$ cat src/sv/cgv_pkg.sv
package cgv_pkg;

  // Largest grid dimension along either axis of a face.
  localparam int MaxGridDef = 255;

  // Width of the divider dividend: a 9-bit magnitude times a 31-bit extent.
  localparam int DivW = 40;

  // Division operations, run one after the other for each vertex.
  localparam logic [1:0] OP_A = 2'd0;  // in-plane coordinate across columns
  localparam logic [1:0] OP_B = 2'd1;  // in-plane coordinate across rows
  localparam logic [1:0] OP_U = 2'd2;  // texture u
  localparam logic [1:0] OP_V = 2'd3;  // texture v

  // Register indexes on the configuration port.
  localparam logic [2:0] REG_X_EXT  = 3'd0;
  localparam logic [2:0] REG_Y_EXT  = 3'd1;
  localparam logic [2:0] REG_Z_EXT  = 3'd2;
  localparam logic [2:0] REG_YZ_RES = 3'd3;
  localparam logic [2:0] REG_XZ_RES = 3'd4;
  localparam logic [2:0] REG_XY_RES = 3'd5;

  // Commands from the controller to the datapath.
  typedef struct packed {
    logic       take;     // capture a new item and advance the walk
    logic       restart;  // restart bit of the captured item
    logic       prep;     // load the divider for the selected operation
    logic       step;     // one restoring division step
    logic       save;     // store the quotient of the selected operation
    logic       emit;     // load the output register
    logic [1:0] op;       // selected operation
  } cmd_t;

  // Configuration seen by the datapath.
  typedef struct packed {
    logic [30:0] x_ext;
    logic [30:0] y_ext;
    logic [30:0] z_ext;
    logic [15:0] yz_res;
    logic [15:0] xz_res;
    logic [15:0] xy_res;
  } cfg_t;

endpackage

$ cat src/sv/cgv_regs.sv
module cgv_regs (
  input  logic               clk,
  input  logic               rst_n,
  input  logic               psel,
  input  logic               penable,
  input  logic               pwrite,
  input  logic [4:0]         paddr,
  input  logic [31:0]        pwdata,
  output logic [31:0]        prdata,
  output logic               pready,
  output cgv_pkg::cfg_t      cfg
);

  cgv_pkg::cfg_t cfg_r;
  logic          wr_en;
  logic [2:0]    idx;

  assign pready = 1'b1;
  assign wr_en  = psel & penable & pwrite;
  assign idx    = paddr[4:2];
  assign cfg    = cfg_r;

  // Register writes.
  always_ff @(posedge clk) begin
    if (!rst_n) begin
      cfg_r.x_ext  <= 31'd65536;
      cfg_r.y_ext  <= 31'd65536;
      cfg_r.z_ext  <= 31'd65536;
      cfg_r.yz_res <= 16'd514;
      cfg_r.xz_res <= 16'd514;
      cfg_r.xy_res <= 16'd514;
    end else if (wr_en) begin
      case (idx)
        cgv_pkg::REG_X_EXT:  cfg_r.x_ext  <= pwdata[30:0];
        cgv_pkg::REG_Y_EXT:  cfg_r.y_ext  <= pwdata[30:0];
        cgv_pkg::REG_Z_EXT:  cfg_r.z_ext  <= pwdata[30:0];
        cgv_pkg::REG_YZ_RES: cfg_r.yz_res <= pwdata[15:0];
        cgv_pkg::REG_XZ_RES: cfg_r.xz_res <= pwdata[15:0];
        cgv_pkg::REG_XY_RES: cfg_r.xy_res <= pwdata[15:0];
        default: ;
      endcase
    end
  end

  // Register reads.
  always_comb begin
    case (idx)
      cgv_pkg::REG_X_EXT:  prdata = {1'b0, cfg_r.x_ext};
      cgv_pkg::REG_Y_EXT:  prdata = {1'b0, cfg_r.y_ext};
      cgv_pkg::REG_Z_EXT:  prdata = {1'b0, cfg_r.z_ext};
      cgv_pkg::REG_YZ_RES: prdata = {16'd0, cfg_r.yz_res};
      cgv_pkg::REG_XZ_RES: prdata = {16'd0, cfg_r.xz_res};
      cgv_pkg::REG_XY_RES: prdata = {16'd0, cfg_r.xy_res};
      default:             prdata = 32'd0;
    endcase
  end

endmodule

$ cat src/sv/cgv_ctrl.sv
module cgv_ctrl (
  input  logic          clk,
  input  logic          rst_n,
  input  logic          in_valid,
  input  logic          in_restart,
  output logic          in_ready,
  output logic          out_valid,
  input  logic          out_ready,
  output cgv_pkg::cmd_t cmd
);

  localparam logic [2:0] S_IDLE = 3'd0;
  localparam logic [2:0] S_PREP = 3'd1;
  localparam logic [2:0] S_DIV  = 3'd2;
  localparam logic [2:0] S_SAVE = 3'd3;
  localparam logic [2:0] S_FIN  = 3'd4;

  localparam int          StepW   = $clog2(cgv_pkg::DivW);
  localparam logic [StepW-1:0] LastStep = StepW'(cgv_pkg::DivW - 1);

  logic [2:0]       state_r, state_nxt;
  logic [StepW-1:0] step_r, step_nxt;
  logic [1:0]       op_r, op_nxt;
  logic             out_valid_r, out_valid_nxt;
  logic             take, emit;

  assign in_ready  = (state_r == S_IDLE);
  assign out_valid = out_valid_r;
  assign take      = in_valid & in_ready;
  assign emit      = (state_r == S_FIN) & (~out_valid_r | out_ready);

  assign cmd.take    = take;
  assign cmd.restart = in_restart;
  assign cmd.prep    = (state_r == S_PREP);
  assign cmd.step    = (state_r == S_DIV);
  assign cmd.save    = (state_r == S_SAVE);
  assign cmd.emit    = emit;
  assign cmd.op      = op_r;

  // Sequencer: four divisions per vertex, then the result is handed out.
  always_comb begin
    state_nxt = state_r;
    step_nxt  = step_r;
    op_nxt    = op_r;
    case (state_r)
      S_IDLE: begin
        if (take) begin
          state_nxt = S_PREP;
          op_nxt    = cgv_pkg::OP_A;
        end
      end
      S_PREP: begin
        state_nxt = S_DIV;
        step_nxt  = '0;
      end
      S_DIV: begin
        step_nxt = step_r + 1'b1;
        if (step_r == LastStep) begin
          state_nxt = S_SAVE;
        end
      end
      S_SAVE: begin
        if (op_r == cgv_pkg::OP_V) begin
          state_nxt = S_FIN;
        end else begin
          state_nxt = S_PREP;
          op_nxt    = op_r + 1'b1;
        end
      end
      S_FIN: begin
        if (emit) begin
          state_nxt = S_IDLE;
        end
      end
      default: state_nxt = S_IDLE;
    endcase
  end

  // The output beat stays valid until the sink takes it.
  always_comb begin
    if (emit) begin
      out_valid_nxt = 1'b1;
    end else if (out_ready) begin
      out_valid_nxt = 1'b0;
    end else begin
      out_valid_nxt = out_valid_r;
    end
  end

  always_ff @(posedge clk) begin
    if (!rst_n) begin
      state_r     <= S_IDLE;
      step_r      <= '0;
      op_r        <= cgv_pkg::OP_A;
      out_valid_r <= 1'b0;
    end else begin
      state_r     <= state_nxt;
      step_r      <= step_nxt;
      op_r        <= op_nxt;
      out_valid_r <= out_valid_nxt;
    end
  end

endmodule

$ cat src/sv/cgv_dp.sv
module cgv_dp #(
  parameter int MAX_GRID = cgv_pkg::MaxGridDef
) (
  input  logic          clk,
  input  logic          rst_n,
  input  cgv_pkg::cmd_t cmd,
  input  cgv_pkg::cfg_t cfg,
  output logic [31:0]   pos_x,
  output logic [31:0]   pos_y,
  output logic [31:0]   pos_z,
  output logic [16:0]   tex_u,
  output logic [16:0]   tex_v,
  output logic [1:0]    normal_x,
  output logic [1:0]    normal_y,
  output logic [1:0]    normal_z,
  output logic [1:0]    tangent_x,
  output logic [1:0]    tangent_z,
  output logic          last_vertex
);

  localparam int          DivW    = cgv_pkg::DivW;
  localparam logic [7:0]  MaxDim  = 8'(MAX_GRID);

  // Walk counters.
  logic [2:0] face_cnt_r, face_cnt_nxt;
  logic [7:0] row_cnt_r, row_cnt_nxt;
  logic [7:0] col_cnt_r, col_cnt_nxt;

  // Captured item.
  logic [2:0] face_r;
  logic [7:0] i_r, j_r, dc_r, dr_r;
  logic       last_r;

  // Divider and quotients.
  logic [DivW-1:0] dvd_r;
  logic [8:0]      rem_r, dsr_r;
  logic [30:0]     qa_r, qb_r;
  logic [16:0]     qu_r, qv_r;
  logic            sa_r, sb_r;

  // Output register.
  logic [31:0] px_r, py_r, pz_r;
  logic [16:0] tu_r, tv_r;
  logic [1:0]  nx_r, ny_r, nz_r, tx_r, tz_r;
  logic        lv_r;

  // Combinational helpers.
  logic [2:0]  face_in, face_c;
  logic [7:0]  row_in, col_in;
  logic [15:0] res_c;
  logic [7:0]  cols_c, rows_c, dc_c, dr_c, r_c, c_c, i_c, j_c;
  logic        last_col, last_row;
  logic [30:0] ew_c, eh_c, en_c;
  logic [8:0]  two_i, two_j, mag_a, mag_b;
  logic        neg_a, neg_b;
  logic [7:0]  ku_c, du_c, kv_c, dv_c;
  logic [DivW-1:0] dvd_c;
  logic [8:0]      dsr_c;
  logic [9:0]      trial;
  logic [9:0]      diff;
  logic [31:0]     a_c, b_c, plane_c;

  function automatic logic [7:0] clamp_dim(input logic [7:0] n);
    if (n < 8'd2) begin
      return 8'd2;
    end else if (n > MaxDim) begin
      return MaxDim;
    end
    return n;
  endfunction

  // Item setup: restart override, face decode and clamping.
  always_comb begin
    face_in = cmd.restart ? 3'd0 : face_cnt_r;
    row_in  = cmd.restart ? 8'd0 : row_cnt_r;
    col_in  = cmd.restart ? 8'd0 : col_cnt_r;
    face_c  = (face_in > 3'd5) ? 3'd0 : face_in;
    if (face_c < 3'd2) begin
      res_c = cfg.yz_res;
    end else if (face_c < 3'd4) begin
      res_c = cfg.xz_res;
    end else begin
      res_c = cfg.xy_res;
    end
    cols_c = clamp_dim(res_c[7:0]);
    rows_c = clamp_dim(res_c[15:8]);
    dc_c   = cols_c - 8'd1;
    dr_c   = rows_c - 8'd1;
    r_c    = (row_in > dr_c) ? dr_c : row_in;
    c_c    = (col_in > dc_c) ? dc_c : col_in;
    j_c    = (face_c == 3'd1 || face_c == 3'd2) ? (dr_c - r_c) : r_c;
    i_c    = (face_c == 3'd5) ? (dc_c - c_c) : c_c;
    last_col = (c_c >= dc_c);
    last_row = (r_c >= dr_c);
  end

  // Next walk position: columns inner, rows outer, then the next face.
  always_comb begin
    if (!last_col) begin
      col_cnt_nxt  = c_c + 8'd1;
      row_cnt_nxt  = r_c;
      face_cnt_nxt = face_c;
    end else if (!last_row) begin
      col_cnt_nxt  = 8'd0;
      row_cnt_nxt  = r_c + 8'd1;
      face_cnt_nxt = face_c;
    end else begin
      col_cnt_nxt  = 8'd0;
      row_cnt_nxt  = 8'd0;
      face_cnt_nxt = (face_c >= 3'd5) ? 3'd0 : face_c + 3'd1;
    end
  end

  always_ff @(posedge clk) begin
    if (!rst_n) begin
      face_cnt_r <= 3'd0;
      row_cnt_r  <= 8'd0;
      col_cnt_r  <= 8'd0;
    end else if (cmd.take) begin
      face_cnt_r <= face_cnt_nxt;
      row_cnt_r  <= row_cnt_nxt;
      col_cnt_r  <= col_cnt_nxt;
    end
  end

  always_ff @(posedge clk) begin
    if (cmd.take) begin
      face_r <= face_c;
      i_r    <= i_c;
      j_r    <= j_c;
      dc_r   <= dc_c;
      dr_r   <= dr_c;
      last_r <= (face_c == 3'd5) & last_row & last_col;
    end
  end

  // Extents of the captured face.
  always_comb begin
    if (face_r < 3'd2) begin
      ew_c = cfg.y_ext; eh_c = cfg.z_ext; en_c = cfg.x_ext;
    end else if (face_r < 3'd4) begin
      ew_c = cfg.x_ext; eh_c = cfg.z_ext; en_c = cfg.y_ext;
    end else begin
      ew_c = cfg.x_ext; eh_c = cfg.y_ext; en_c = cfg.z_ext;
    end
  end

  // Magnitude and sign of 2k-(n-1) for both in-plane coordinates.
  always_comb begin
    two_i = {i_r, 1'b0};
    two_j = {j_r, 1'b0};
    neg_a = (two_i < {1'b0, dc_r});
    neg_b = (two_j < {1'b0, dr_r});
    mag_a = neg_a ? ({1'b0, dc_r} - two_i) : (two_i - {1'b0, dc_r});
    mag_b = neg_b ? ({1'b0, dr_r} - two_j) : (two_j - {1'b0, dr_r});
  end

  // Texture numerators and denominators, with the per-face flips.
  always_comb begin
    ku_c = i_r;  du_c = dc_r;
    kv_c = j_r;  dv_c = dr_r;
    case (face_r)
      3'd0: begin
        ku_c = dr_r - j_r; du_c = dr_r; kv_c = i_r; dv_c = dc_r;
      end
      3'd1: begin
        ku_c = j_r; du_c = dr_r; kv_c = i_r; dv_c = dc_r;
      end
      3'd2: begin
        kv_c = dr_r - j_r;
      end
      3'd5: begin
        ku_c = dc_r - i_r;
      end
      default: ;
    endcase
  end

  // Dividend and divisor of the selected operation: floor((N + d) / 2d).
  // The product is a 9-bit magnitude times a 31-bit extent, kept at full width.
  always_comb begin
    case (cmd.op)
      cgv_pkg::OP_A: begin
        dvd_c = DivW'(mag_a) * DivW'(ew_c) + DivW'(dc_r);
        dsr_c = {dc_r, 1'b0};
      end
      cgv_pkg::OP_B: begin
        dvd_c = DivW'(mag_b) * DivW'(eh_c) + DivW'(dr_r);
        dsr_c = {dr_r, 1'b0};
      end
      cgv_pkg::OP_U: begin
        dvd_c = DivW'({ku_c, 17'd0}) + DivW'(du_c);
        dsr_c = {du_c, 1'b0};
      end
      default: begin
        dvd_c = DivW'({kv_c, 17'd0}) + DivW'(dv_c);
        dsr_c = {dv_c, 1'b0};
      end
    endcase
  end

  // Restoring division, one quotient bit per step.
  assign trial = {rem_r, dvd_r[DivW-1]};
  assign diff  = trial - {1'b0, dsr_r};

  always_ff @(posedge clk) begin
    if (cmd.prep) begin
      dvd_r <= dvd_c;
      dsr_r <= dsr_c;
      rem_r <= 9'd0;
    end else if (cmd.step) begin
      if (trial >= {1'b0, dsr_r}) begin
        rem_r <= diff[8:0];
        dvd_r <= {dvd_r[DivW-2:0], 1'b1};
      end else begin
        rem_r <= trial[8:0];
        dvd_r <= {dvd_r[DivW-2:0], 1'b0};
      end
    end
  end

  // Quotient capture.
  always_ff @(posedge clk) begin
    if (cmd.save) begin
      case (cmd.op)
        cgv_pkg::OP_A: begin
          qa_r <= dvd_r[30:0];
          sa_r <= neg_a;
        end
        cgv_pkg::OP_B: begin
          qb_r <= dvd_r[30:0];
          sb_r <= neg_b;
        end
        cgv_pkg::OP_U: qu_r <= dvd_r[16:0];
        default:       qv_r <= dvd_r[16:0];
      endcase
    end
  end

  // Signed coordinates and the plane offset.
  always_comb begin
    a_c     = sa_r ? (32'd0 - {1'b0, qa_r}) : {1'b0, qa_r};
    b_c     = sb_r ? (32'd0 - {1'b0, qb_r}) : {1'b0, qb_r};
    plane_c = ({1'b0, en_c} + 32'd1) >> 1;
    if (face_r[0]) begin
      plane_c = 32'd0 - plane_c;
    end
  end

  // Output register, loaded once per vertex.
  always_ff @(posedge clk) begin
    if (cmd.emit) begin
      tu_r <= qu_r;
      tv_r <= qv_r;
      lv_r <= last_r;
      nx_r <= 2'b00; ny_r <= 2'b00; nz_r <= 2'b00;
      tx_r <= 2'b00; tz_r <= 2'b00;
      case (face_r)
        3'd0: begin
          px_r <= plane_c; py_r <= a_c; pz_r <= b_c;
          nx_r <= 2'b01; tz_r <= 2'b11;
        end
        3'd1: begin
          px_r <= plane_c; py_r <= a_c; pz_r <= b_c;
          nx_r <= 2'b11; tz_r <= 2'b01;
        end
        3'd2: begin
          px_r <= a_c; py_r <= plane_c; pz_r <= b_c;
          ny_r <= 2'b01; tx_r <= 2'b01;
        end
        3'd3: begin
          px_r <= a_c; py_r <= plane_c; pz_r <= b_c;
          ny_r <= 2'b11; tx_r <= 2'b01;
        end
        3'd4: begin
          px_r <= a_c; py_r <= b_c; pz_r <= plane_c;
          nz_r <= 2'b01; tx_r <= 2'b01;
        end
        default: begin
          px_r <= a_c; py_r <= b_c; pz_r <= plane_c;
          nz_r <= 2'b11; tx_r <= 2'b11;
        end
      endcase
    end
  end

  assign pos_x       = px_r;
  assign pos_y       = py_r;
  assign pos_z       = pz_r;
  assign tex_u       = tu_r;
  assign tex_v       = tv_r;
  assign normal_x    = nx_r;
  assign normal_y    = ny_r;
  assign normal_z    = nz_r;
  assign tangent_x   = tx_r;
  assign tangent_z   = tz_r;
  assign last_vertex = lv_r;

endmodule

$ cat src/sv/cuboid_grid_vertex_generator.sv
// Channel   Direction  Beat contents
// in_       sink       tdata[0] restart
// out_      source     tdata: pos_x, pos_y, pos_z, tex_u, tex_v, normals, tangents;
//                      tlast last_vertex
// cfg_      APB slave  six registers at byte addresses 0, 4, ... 20
//
// Work on one vertex, from input beat to output beat: a capture, then four
// 40-step restoring divisions on a shared divider, each with a load and a save,
// then a load of the output register.
// Reset is synchronous and active low; it restores the register defaults and
// returns the walk to the first vertex of the +X face.
// A new input beat is taken while the previous result still waits downstream.
module cuboid_grid_vertex_generator #(
  parameter int MAX_GRID = cgv_pkg::MaxGridDef
) (
  input  logic         clk,
  input  logic         rst_n,
  input  logic         in_tvalid,
  output logic         in_tready,
  input  logic [7:0]   in_tdata,    // [0] restart
  output logic         out_tvalid,
  input  logic         out_tready,
  // [31:0] pos_x, [63:32] pos_y, [95:64] pos_z, [112:96] tex_u, [129:113] tex_v,
  // [131:130] normal_x, [133:132] normal_y, [135:134] normal_z,
  // [137:136] tangent_x, [139:138] tangent_z
  output logic [143:0] out_tdata,
  output logic         out_tlast,
  input  logic         cfg_psel,
  input  logic         cfg_penable,
  input  logic         cfg_pwrite,
  input  logic [4:0]   cfg_paddr,
  input  logic [31:0]  cfg_pwdata,
  output logic [31:0]  cfg_prdata,
  output logic         cfg_pready
);

  cgv_pkg::cmd_t cmd;
  cgv_pkg::cfg_t cfg;
  logic [31:0]   pos_x, pos_y, pos_z;
  logic [16:0]   tex_u, tex_v;
  logic [1:0]    normal_x, normal_y, normal_z, tangent_x, tangent_z;

  cgv_regs u_regs (
    .clk     (clk),
    .rst_n   (rst_n),
    .psel    (cfg_psel),
    .penable (cfg_penable),
    .pwrite  (cfg_pwrite),
    .paddr   (cfg_paddr),
    .pwdata  (cfg_pwdata),
    .prdata  (cfg_prdata),
    .pready  (cfg_pready),
    .cfg     (cfg)
  );

  cgv_ctrl u_ctrl (
    .clk        (clk),
    .rst_n      (rst_n),
    .in_valid   (in_tvalid),
    .in_restart (in_tdata[0]),
    .in_ready   (in_tready),
    .out_valid  (out_tvalid),
    .out_ready  (out_tready),
    .cmd        (cmd)
  );

  cgv_dp #(
    .MAX_GRID (MAX_GRID)
  ) u_dp (
    .clk         (clk),
    .rst_n       (rst_n),
    .cmd         (cmd),
    .cfg         (cfg),
    .pos_x       (pos_x),
    .pos_y       (pos_y),
    .pos_z       (pos_z),
    .tex_u       (tex_u),
    .tex_v       (tex_v),
    .normal_x    (normal_x),
    .normal_y    (normal_y),
    .normal_z    (normal_z),
    .tangent_x   (tangent_x),
    .tangent_z   (tangent_z),
    .last_vertex (out_tlast)
  );

  // Pack the result beat, first field in the lowest bits.
  assign out_tdata = {4'd0, tangent_z, tangent_x, normal_z, normal_y, normal_x,
                      tex_v, tex_u, pos_z, pos_y, pos_x};

endmodule

$ cat config.mk
export PLATFORM = sky130hd
export DESIGN_NAME = cuboid_grid_vertex_generator
export DESIGN_NICKNAME = d
export VERILOG_FILES = /design/src/sv/cgv_pkg.sv /design/src/sv/cgv_regs.sv /design/src/sv/cgv_ctrl.sv /design/src/sv/cgv_dp.sv /design/src/sv/cuboid_grid_vertex_generator.sv
export SDC_FILE = /design/constraint.sdc
export NUM_CORES = 2
export LEC_CHECK = 0
export ABC_AREA = 1
export BUFFER_PORTS_ARGS = -buffer_cell sky130_fd_sc_hd__clkbuf_2
export CAP_MARGIN = 20
export CELL_PAD_IN_SITES_DETAIL_PLACEMENT = 0
export CELL_PAD_IN_SITES_GLOBAL_PLACEMENT = 1
export CORE_AREA = 2 2 318 320
export CTS_CLUSTER_DIAMETER = 80
export CTS_CLUSTER_SIZE = 14
export DETAILED_ROUTE_END_ITERATION = 16
export DIE_AREA = 0 0 320 322
export HOLD_SLACK_MARGIN = 0.06
export PLACE_DENSITY_LB_ADDON = 0.1
export SLEW_MARGIN = 20
export SYNTH_ARGS = -nofsm -noshare
export SYNTH_HDL_FRONTEND = slang
export SYNTH_SLANG_ARGS = --single-unit
$ cat constraint.sdc
create_clock -name clk -period 17.6 [get_ports clk]
set_input_delay 0.88 -clock clk [delete_from_list [all_inputs] [get_ports clk]]
set_output_delay 0.88 -clock clk [all_outputs]
set_load 0.01 [all_outputs]
Word-level counts from Yosys, hierarchy flattened --
Index checks and enable logic that the tools add are counted.
Operators by class: add/subtract/negate cells 24, $mul 2, magnitude comparators 17, equality and inequality tests 25, multiplexer cells 66, bitwise gates (word level) 9, reduce and logical (&&, ||, !) cells 25
Operator list (number):
- 31-bit case mux with 6 select lines | 1
- 32-bit two-way mux | 5
- 31-bit two-way mux | 5
- 8-bit two-way mux | 17
- 40-bit case mux with 3 select lines | 1
- 1-bit by 31-bit subtractor with 32-bit output (first input constant) | 3
- 40-bit by 8-bit adder with 40-bit output | 2
- 9-bit by 31-bit multiplier with 40-bit output | 2
- 40-bit two-way mux | 2
- 32-bit case mux with 2 select lines | 1
- 25-bit by 8-bit adder with 26-bit output | 2
- 31-bit by 1-bit adder with 32-bit output (second input constant) | 1
- 16-bit two-way mux | 2
- 8-bit subtractor | 4
- 3-bit two-way mux | 9
- 9-bit two-way mux | 3
- 9-bit case mux with 3 select lines | 1
- 2-bit case mux with 2 select lines | 6
- 8-bit case mux with 3 select lines | 1
- 3-bit by 2-bit == test with 1-bit output (second input constant) | 7
- 2-bit AND reduction | 10
- 3-bit == test (second input constant) | 6
- 9-bit by 8-bit < comparator with 1-bit output | 2
- 8-bit by 9-bit subtractor with 9-bit output | 2
- 38 further kinds | 73
Word-level totals: register bits 505, input bits 52, output and inout port bits 180, word-level logic and storage cells 207

Logic depth before layout (Yosys ltp) --
depth after elaboration 16, mapped depth 45, depth with buffers taken out 43

Hierarchy --
A second synthesis with hierarchy kept.
Unflattened totals: cells, all modules 6614, area, all modules 49620.1 um^2
Modules (own cells, without submodules):
- cgv_dp | times used 1, cells each 5433, area an instance 41919.0 um^2, seq. area each 10229.8 um^2
- cgv_regs | times used 1, cells each 1078, area an instance 7010.5 um^2, seq. area each 2822.7 um^2
- cgv_ctrl | times used 1, cells each 98, area an instance 656.9 um^2, seq. area each 240.2 um^2
- cuboid_grid_vertex_generator | times used 1, cells each 5, area an instance 33.8 um^2, seq. area each 0.0 um^2

Worst setup path after synthesis --
No wires, ideal clock.
path type in2reg, start point in out_tready, end point reg u_dp.lv_r, in the netlist u_dp.last_vertex (enable), library setup time 983 ps, data arrival time 14081 ps, required time 16617 ps, slack 2535 ps, stages on the path 2, buffers on the path 0, cells stage by stage nor2_1 -> nor4_1
RTL lines:
- start: declaration | line cuboid_grid_vertex_generator.sv:22 | input logic out_tready,
- end signal: assignment | line cgv_dp.sv:255 | lv_r <= last_r;
- end: declaration | line cgv_dp.sv:45 | logic lv_r;

Final worst setup path --
start point reg u_dp.dc_r[2], end point reg u_dp.dvd_r[24] (data pin)
Between the ends: word-level cells in the longest chain between the ends 6, elaborated cells on any way between the ends 14, classes of those cells 6 x add/sub; 1 x mul; 1 x order compare; 6 x mux
RTL lines:
- start: declaration | line cgv_dp.sv:31 | logic [7:0] i_r, j_r, dc_r, dr_r;
- start signal: assignment | line cgv_dp.sv:131 | dc_r <= dc_c;
- 9-bit by 8-bit < comparator with 1-bit output | line cgv_dp.sv:152 | neg_a = (two_i < {1'b0, dc_r});
- named net u_dp.neg_a | line cgv_dp.sv:55 | logic neg_a, neg_b;
- 9-bit two-way mux | line cgv_dp.sv:154 | mag_a = neg_a ? ({1'b0, dc_r} - two_i) : (two_i - {1'b0, dc_r});
- 9-bit by 31-bit multiplier with 40-bit output | line cgv_dp.sv:184 | dvd_c = DivW'(mag_a) * DivW'(ew_c) + DivW'(dc_r);
- 40-bit by 8-bit adder with 40-bit output | line cgv_dp.sv:184
- 40-bit case mux with 3 select lines | line cgv_dp.sv:182 | case (cmd.op)
- 40-bit two-way mux | line cgv_dp.sv:207 | if (cmd.prep) begin
- end signal: assignment | line cgv_dp.sv:208 | dvd_r <= dvd_c;
- end signal: assignment | line cgv_dp.sv:214 | dvd_r <= {dvd_r[DivW-2:0], 1'b1};
- end signal: assignment | line cgv_dp.sv:217 | dvd_r <= {dvd_r[DivW-2:0], 1'b0};
- end: declaration | line cgv_dp.sv:35 | logic [DivW-1:0] dvd_r;
The timed path passes the listed nets, and every way through them passes these cells. A chain may end at the register's enable or synchronous reset.

==> results_dict.tcl <==
set metrics [dict create \
    status "completed" \
    synth_edf_count 322 \
    synth_top_cell_area_share 0.203 \
    path_delay_family "adder cells" \
    drt-pass1-iter-count 7 \
    vias 41755 \
    drc_errors 0 \
    hold_viol 0 \
    met2_length_um 76800 \
    pin_count 232 \
    drive_gt1_frac 0.0795 \
    holdCritPathClass "reg2reg" \
    ctsRootBufferMaster "clkbuf_16" \
    nNetsFinal 6953 \
    rsz0062_at_grt "no" \
    p_leak_nw 24.1 \
    grt_antenna_before_repair 0 \
    clock-sinks 503 \
    ys_seq_elements 503 \
    max_stage_delay_ps 720 \
    switching_power_mw 3.22 \
    path_buf_inv 7 \
    register_area_um2 13300 \
    ys_top_cells_by_area "edfxtp_1 20%, fa_1 18%, nand2_1 11%" \
    multi_input_area_um2 30200 \
    synthArstFlopShare 0 \
    syn_area_per_cell_um2 7.87 \
    layout_min_cycle_time_ps 9680 \
    post-synth-top-count-cell "nand2_1" \
    fill_cells 9829 \
    dpl.hpwl_um 135000 \
    vias_per_cell 5.57 \
    cp_data_arrival_time_ps 10060 \
    synth_ff_type "edfxtp_1" \
    postRouteAntennaNets 0 \
    vdd_drop_max_mv 0.105 \
    cp-end-kind "flop" \
    path_clk_slew_ps 70 \
    first_iter_violations 3784 \
    wl_met3_um 12600 \
    worstSkewPairLatency_ps 650 \
    grt.total_usage 0.328 \
    syn_to_final_growth_pct 7.86 \
    die_w_um 320 \
    postCtsHoldBufs 0 \
    finClkSkew_ps 36.7 \
    port_buffers 215 \
    start_util 0.478 \
    cp_max_fo 17 \
    tritoncts "yes" \
    setup-violations-final 0 \
    top_layer "met4" \
    synth.top_cells.by_count "1336 x nand2_1, 823 x inv_1, 749 x nor2_1" \
    slew_viol_final 0 \
    met1_length_um 71600 \
    post_cts_buffers 0 \
    required_ps 17980 \
    tns_ps 0 \
    cts_max_level 2 \
    grt_pass1_vias 40699 \
    p_int_mw 3.05 \
    cts_inserted_buffers 45 \
    cts_buffer_depth 3 \
    powerDensity_nw_per_um2 122 \
    critPathKind "reg2reg" \
    combinationalPowerShare 0.593 \
    place_inst 7431 \
    crit_path_frequent_cell "nand2_1" \
    die_h_um 322 \
    syn-instance-count 6050 \
    fin_cells 7500 \
    gp_congestion 0.973 \
    maxCapViolations 0 \
    syn_area_um2 47600 \
    wl_um 168000 \
    antennaDiodeCount 0 \
    final_util 0.516 \
    cts_resized 0 \
    timing.fmax_mhz 103 \
    synth_sequential_area_ratio 0.279 \
    core-area_um2 99600 \
    wl_per_cell_um 22.5 \
    clockPowerShare 0.155 \
    synth_top_area_cell "edfxtp_1" \
    num_rows 116 \
    grt_start_max_net_pins 89 \
    min_period_over_period 0.550 \
    slew_headroom 0.185 \
    overflow 0 \
    worst_pin_slew_ps 1210 \
    fp.dieArea_um2 103000 \
    critical_path.startpoint_type "flop" \
    critPathSlowestCell "o21ai_0" \
    synth.yosys.warnings 0 \
    grt_pass1_wl_um 254000 \
    synthDistinctLibCells 65 \
    power_frac_seq 0.252 \
    p_sw_frac 0.514 \
    finalPower_mw 6.27 \
]
-- path summary, 6_finish.rpt --
check	from	to	slack, ps	cells after the start
setup / recovery	u_dp.dc_r[2]	u_dp.dvd_r[24]	7920	36
hold / removal	u_dp.qu_r[2]	u_dp.tex_u[2]	410	0
setup reg to reg	u_dp.dc_r[2]	u_dp.dvd_r[24]	7920	36
hold reg to reg	u_dp.qu_r[2]	u_dp.tex_u[2]	410	0
-- area by class of cell --
type	count	share of cell area
Clock buffer	57	0.0236
Clock inverter	12	0.00253
Sequential cell	503	0.259
Tap cell	1298	0.0316
Inverter	849	0.0621
Timing Repair Buffer	292	0.0323
Multi-Input combinational cell	4489	0.589
-- placed cells by master (no fill, tap or decap), types with 19 or more instances in the layout --
cell type and instances:
nor2_1 744, clkbuf_2 214, a21o_1 22, nand2_1 1335
inv_1 822, o211ai_1 30, xor2_1 100, ha_1 296
dfxtp_1 181, a21oi_1 344, nand3_1 240, fa_1 425
clkbuf_16 47, nor3_1 38, o22ai_1 30, o21ai_1 19
or2_2 26, edfxtp_1 322, nand2_2 24, nor2_2 26
o221ai_1 59, o21bai_1 19, inv_2 21, buf_4 78
a221oi_1 21, nand4_1 46, o21ai_0 438, xnor2_1 44
-- power by group through the flow --
stage	Clock (mW)	Sequential, mW	Combinational (mW)
after floorplan	0	1.53	2.46
after global placement	0	1.60	3.65
after detailed placement	0	1.60	3.66
after CTS	0.983	1.58	3.69
after global routing	1.02	1.59	4.10
final	0.968	1.58	3.72
-- registers in the layout, indices dropped and copies added, names as in the netlist, 9 cells and up --
name	count
u_dp.dvd_r	40
u_dp.pos_x	32
u_dp.pos_y	32
u_dp.pos_z	32
u_dp.qa_r	31
u_dp.qb_r	31
u_dp.qu_r	17
u_dp.qv_r	17
u_dp.rem_r	9
u_dp.tex_u	17
u_dp.tex_v	17
u_regs.cfg	141
-- stage by stage --
step                hold slack [ps]  area [µm²]  setup WS (ps)
global placement                402       50000           8070
detailed placement              405       50000           8030
CTS                             414       51400           8020
finish                          414       51400           7920
floorplan                       400       47600           2540
global route                    418       51400           7380
-- logic make-up (layout without fill, tap and decap cells) --
group           after synthesis  in the layout  share of synthesized area
compound gates             1067           1067                      0.128
other cells                   2              6                   0.000158
simple gates               2547           2547                      0.222
xor+xnor                    147            147                     0.0275
flops                       503            503                      0.279
fa+ha+maj                   721            721                      0.256
buf+inv                    1062           1210                     0.0865
mux                           1              1                   0.000210
-- metal layers --
layer	up-vias	track usage
li1	19881	-
met2	1486	0.533
met4	0	0.127
met1	20167	0.436
met3	221	0.0580
met5	-	0
Power figures use the tool's default switching activity.
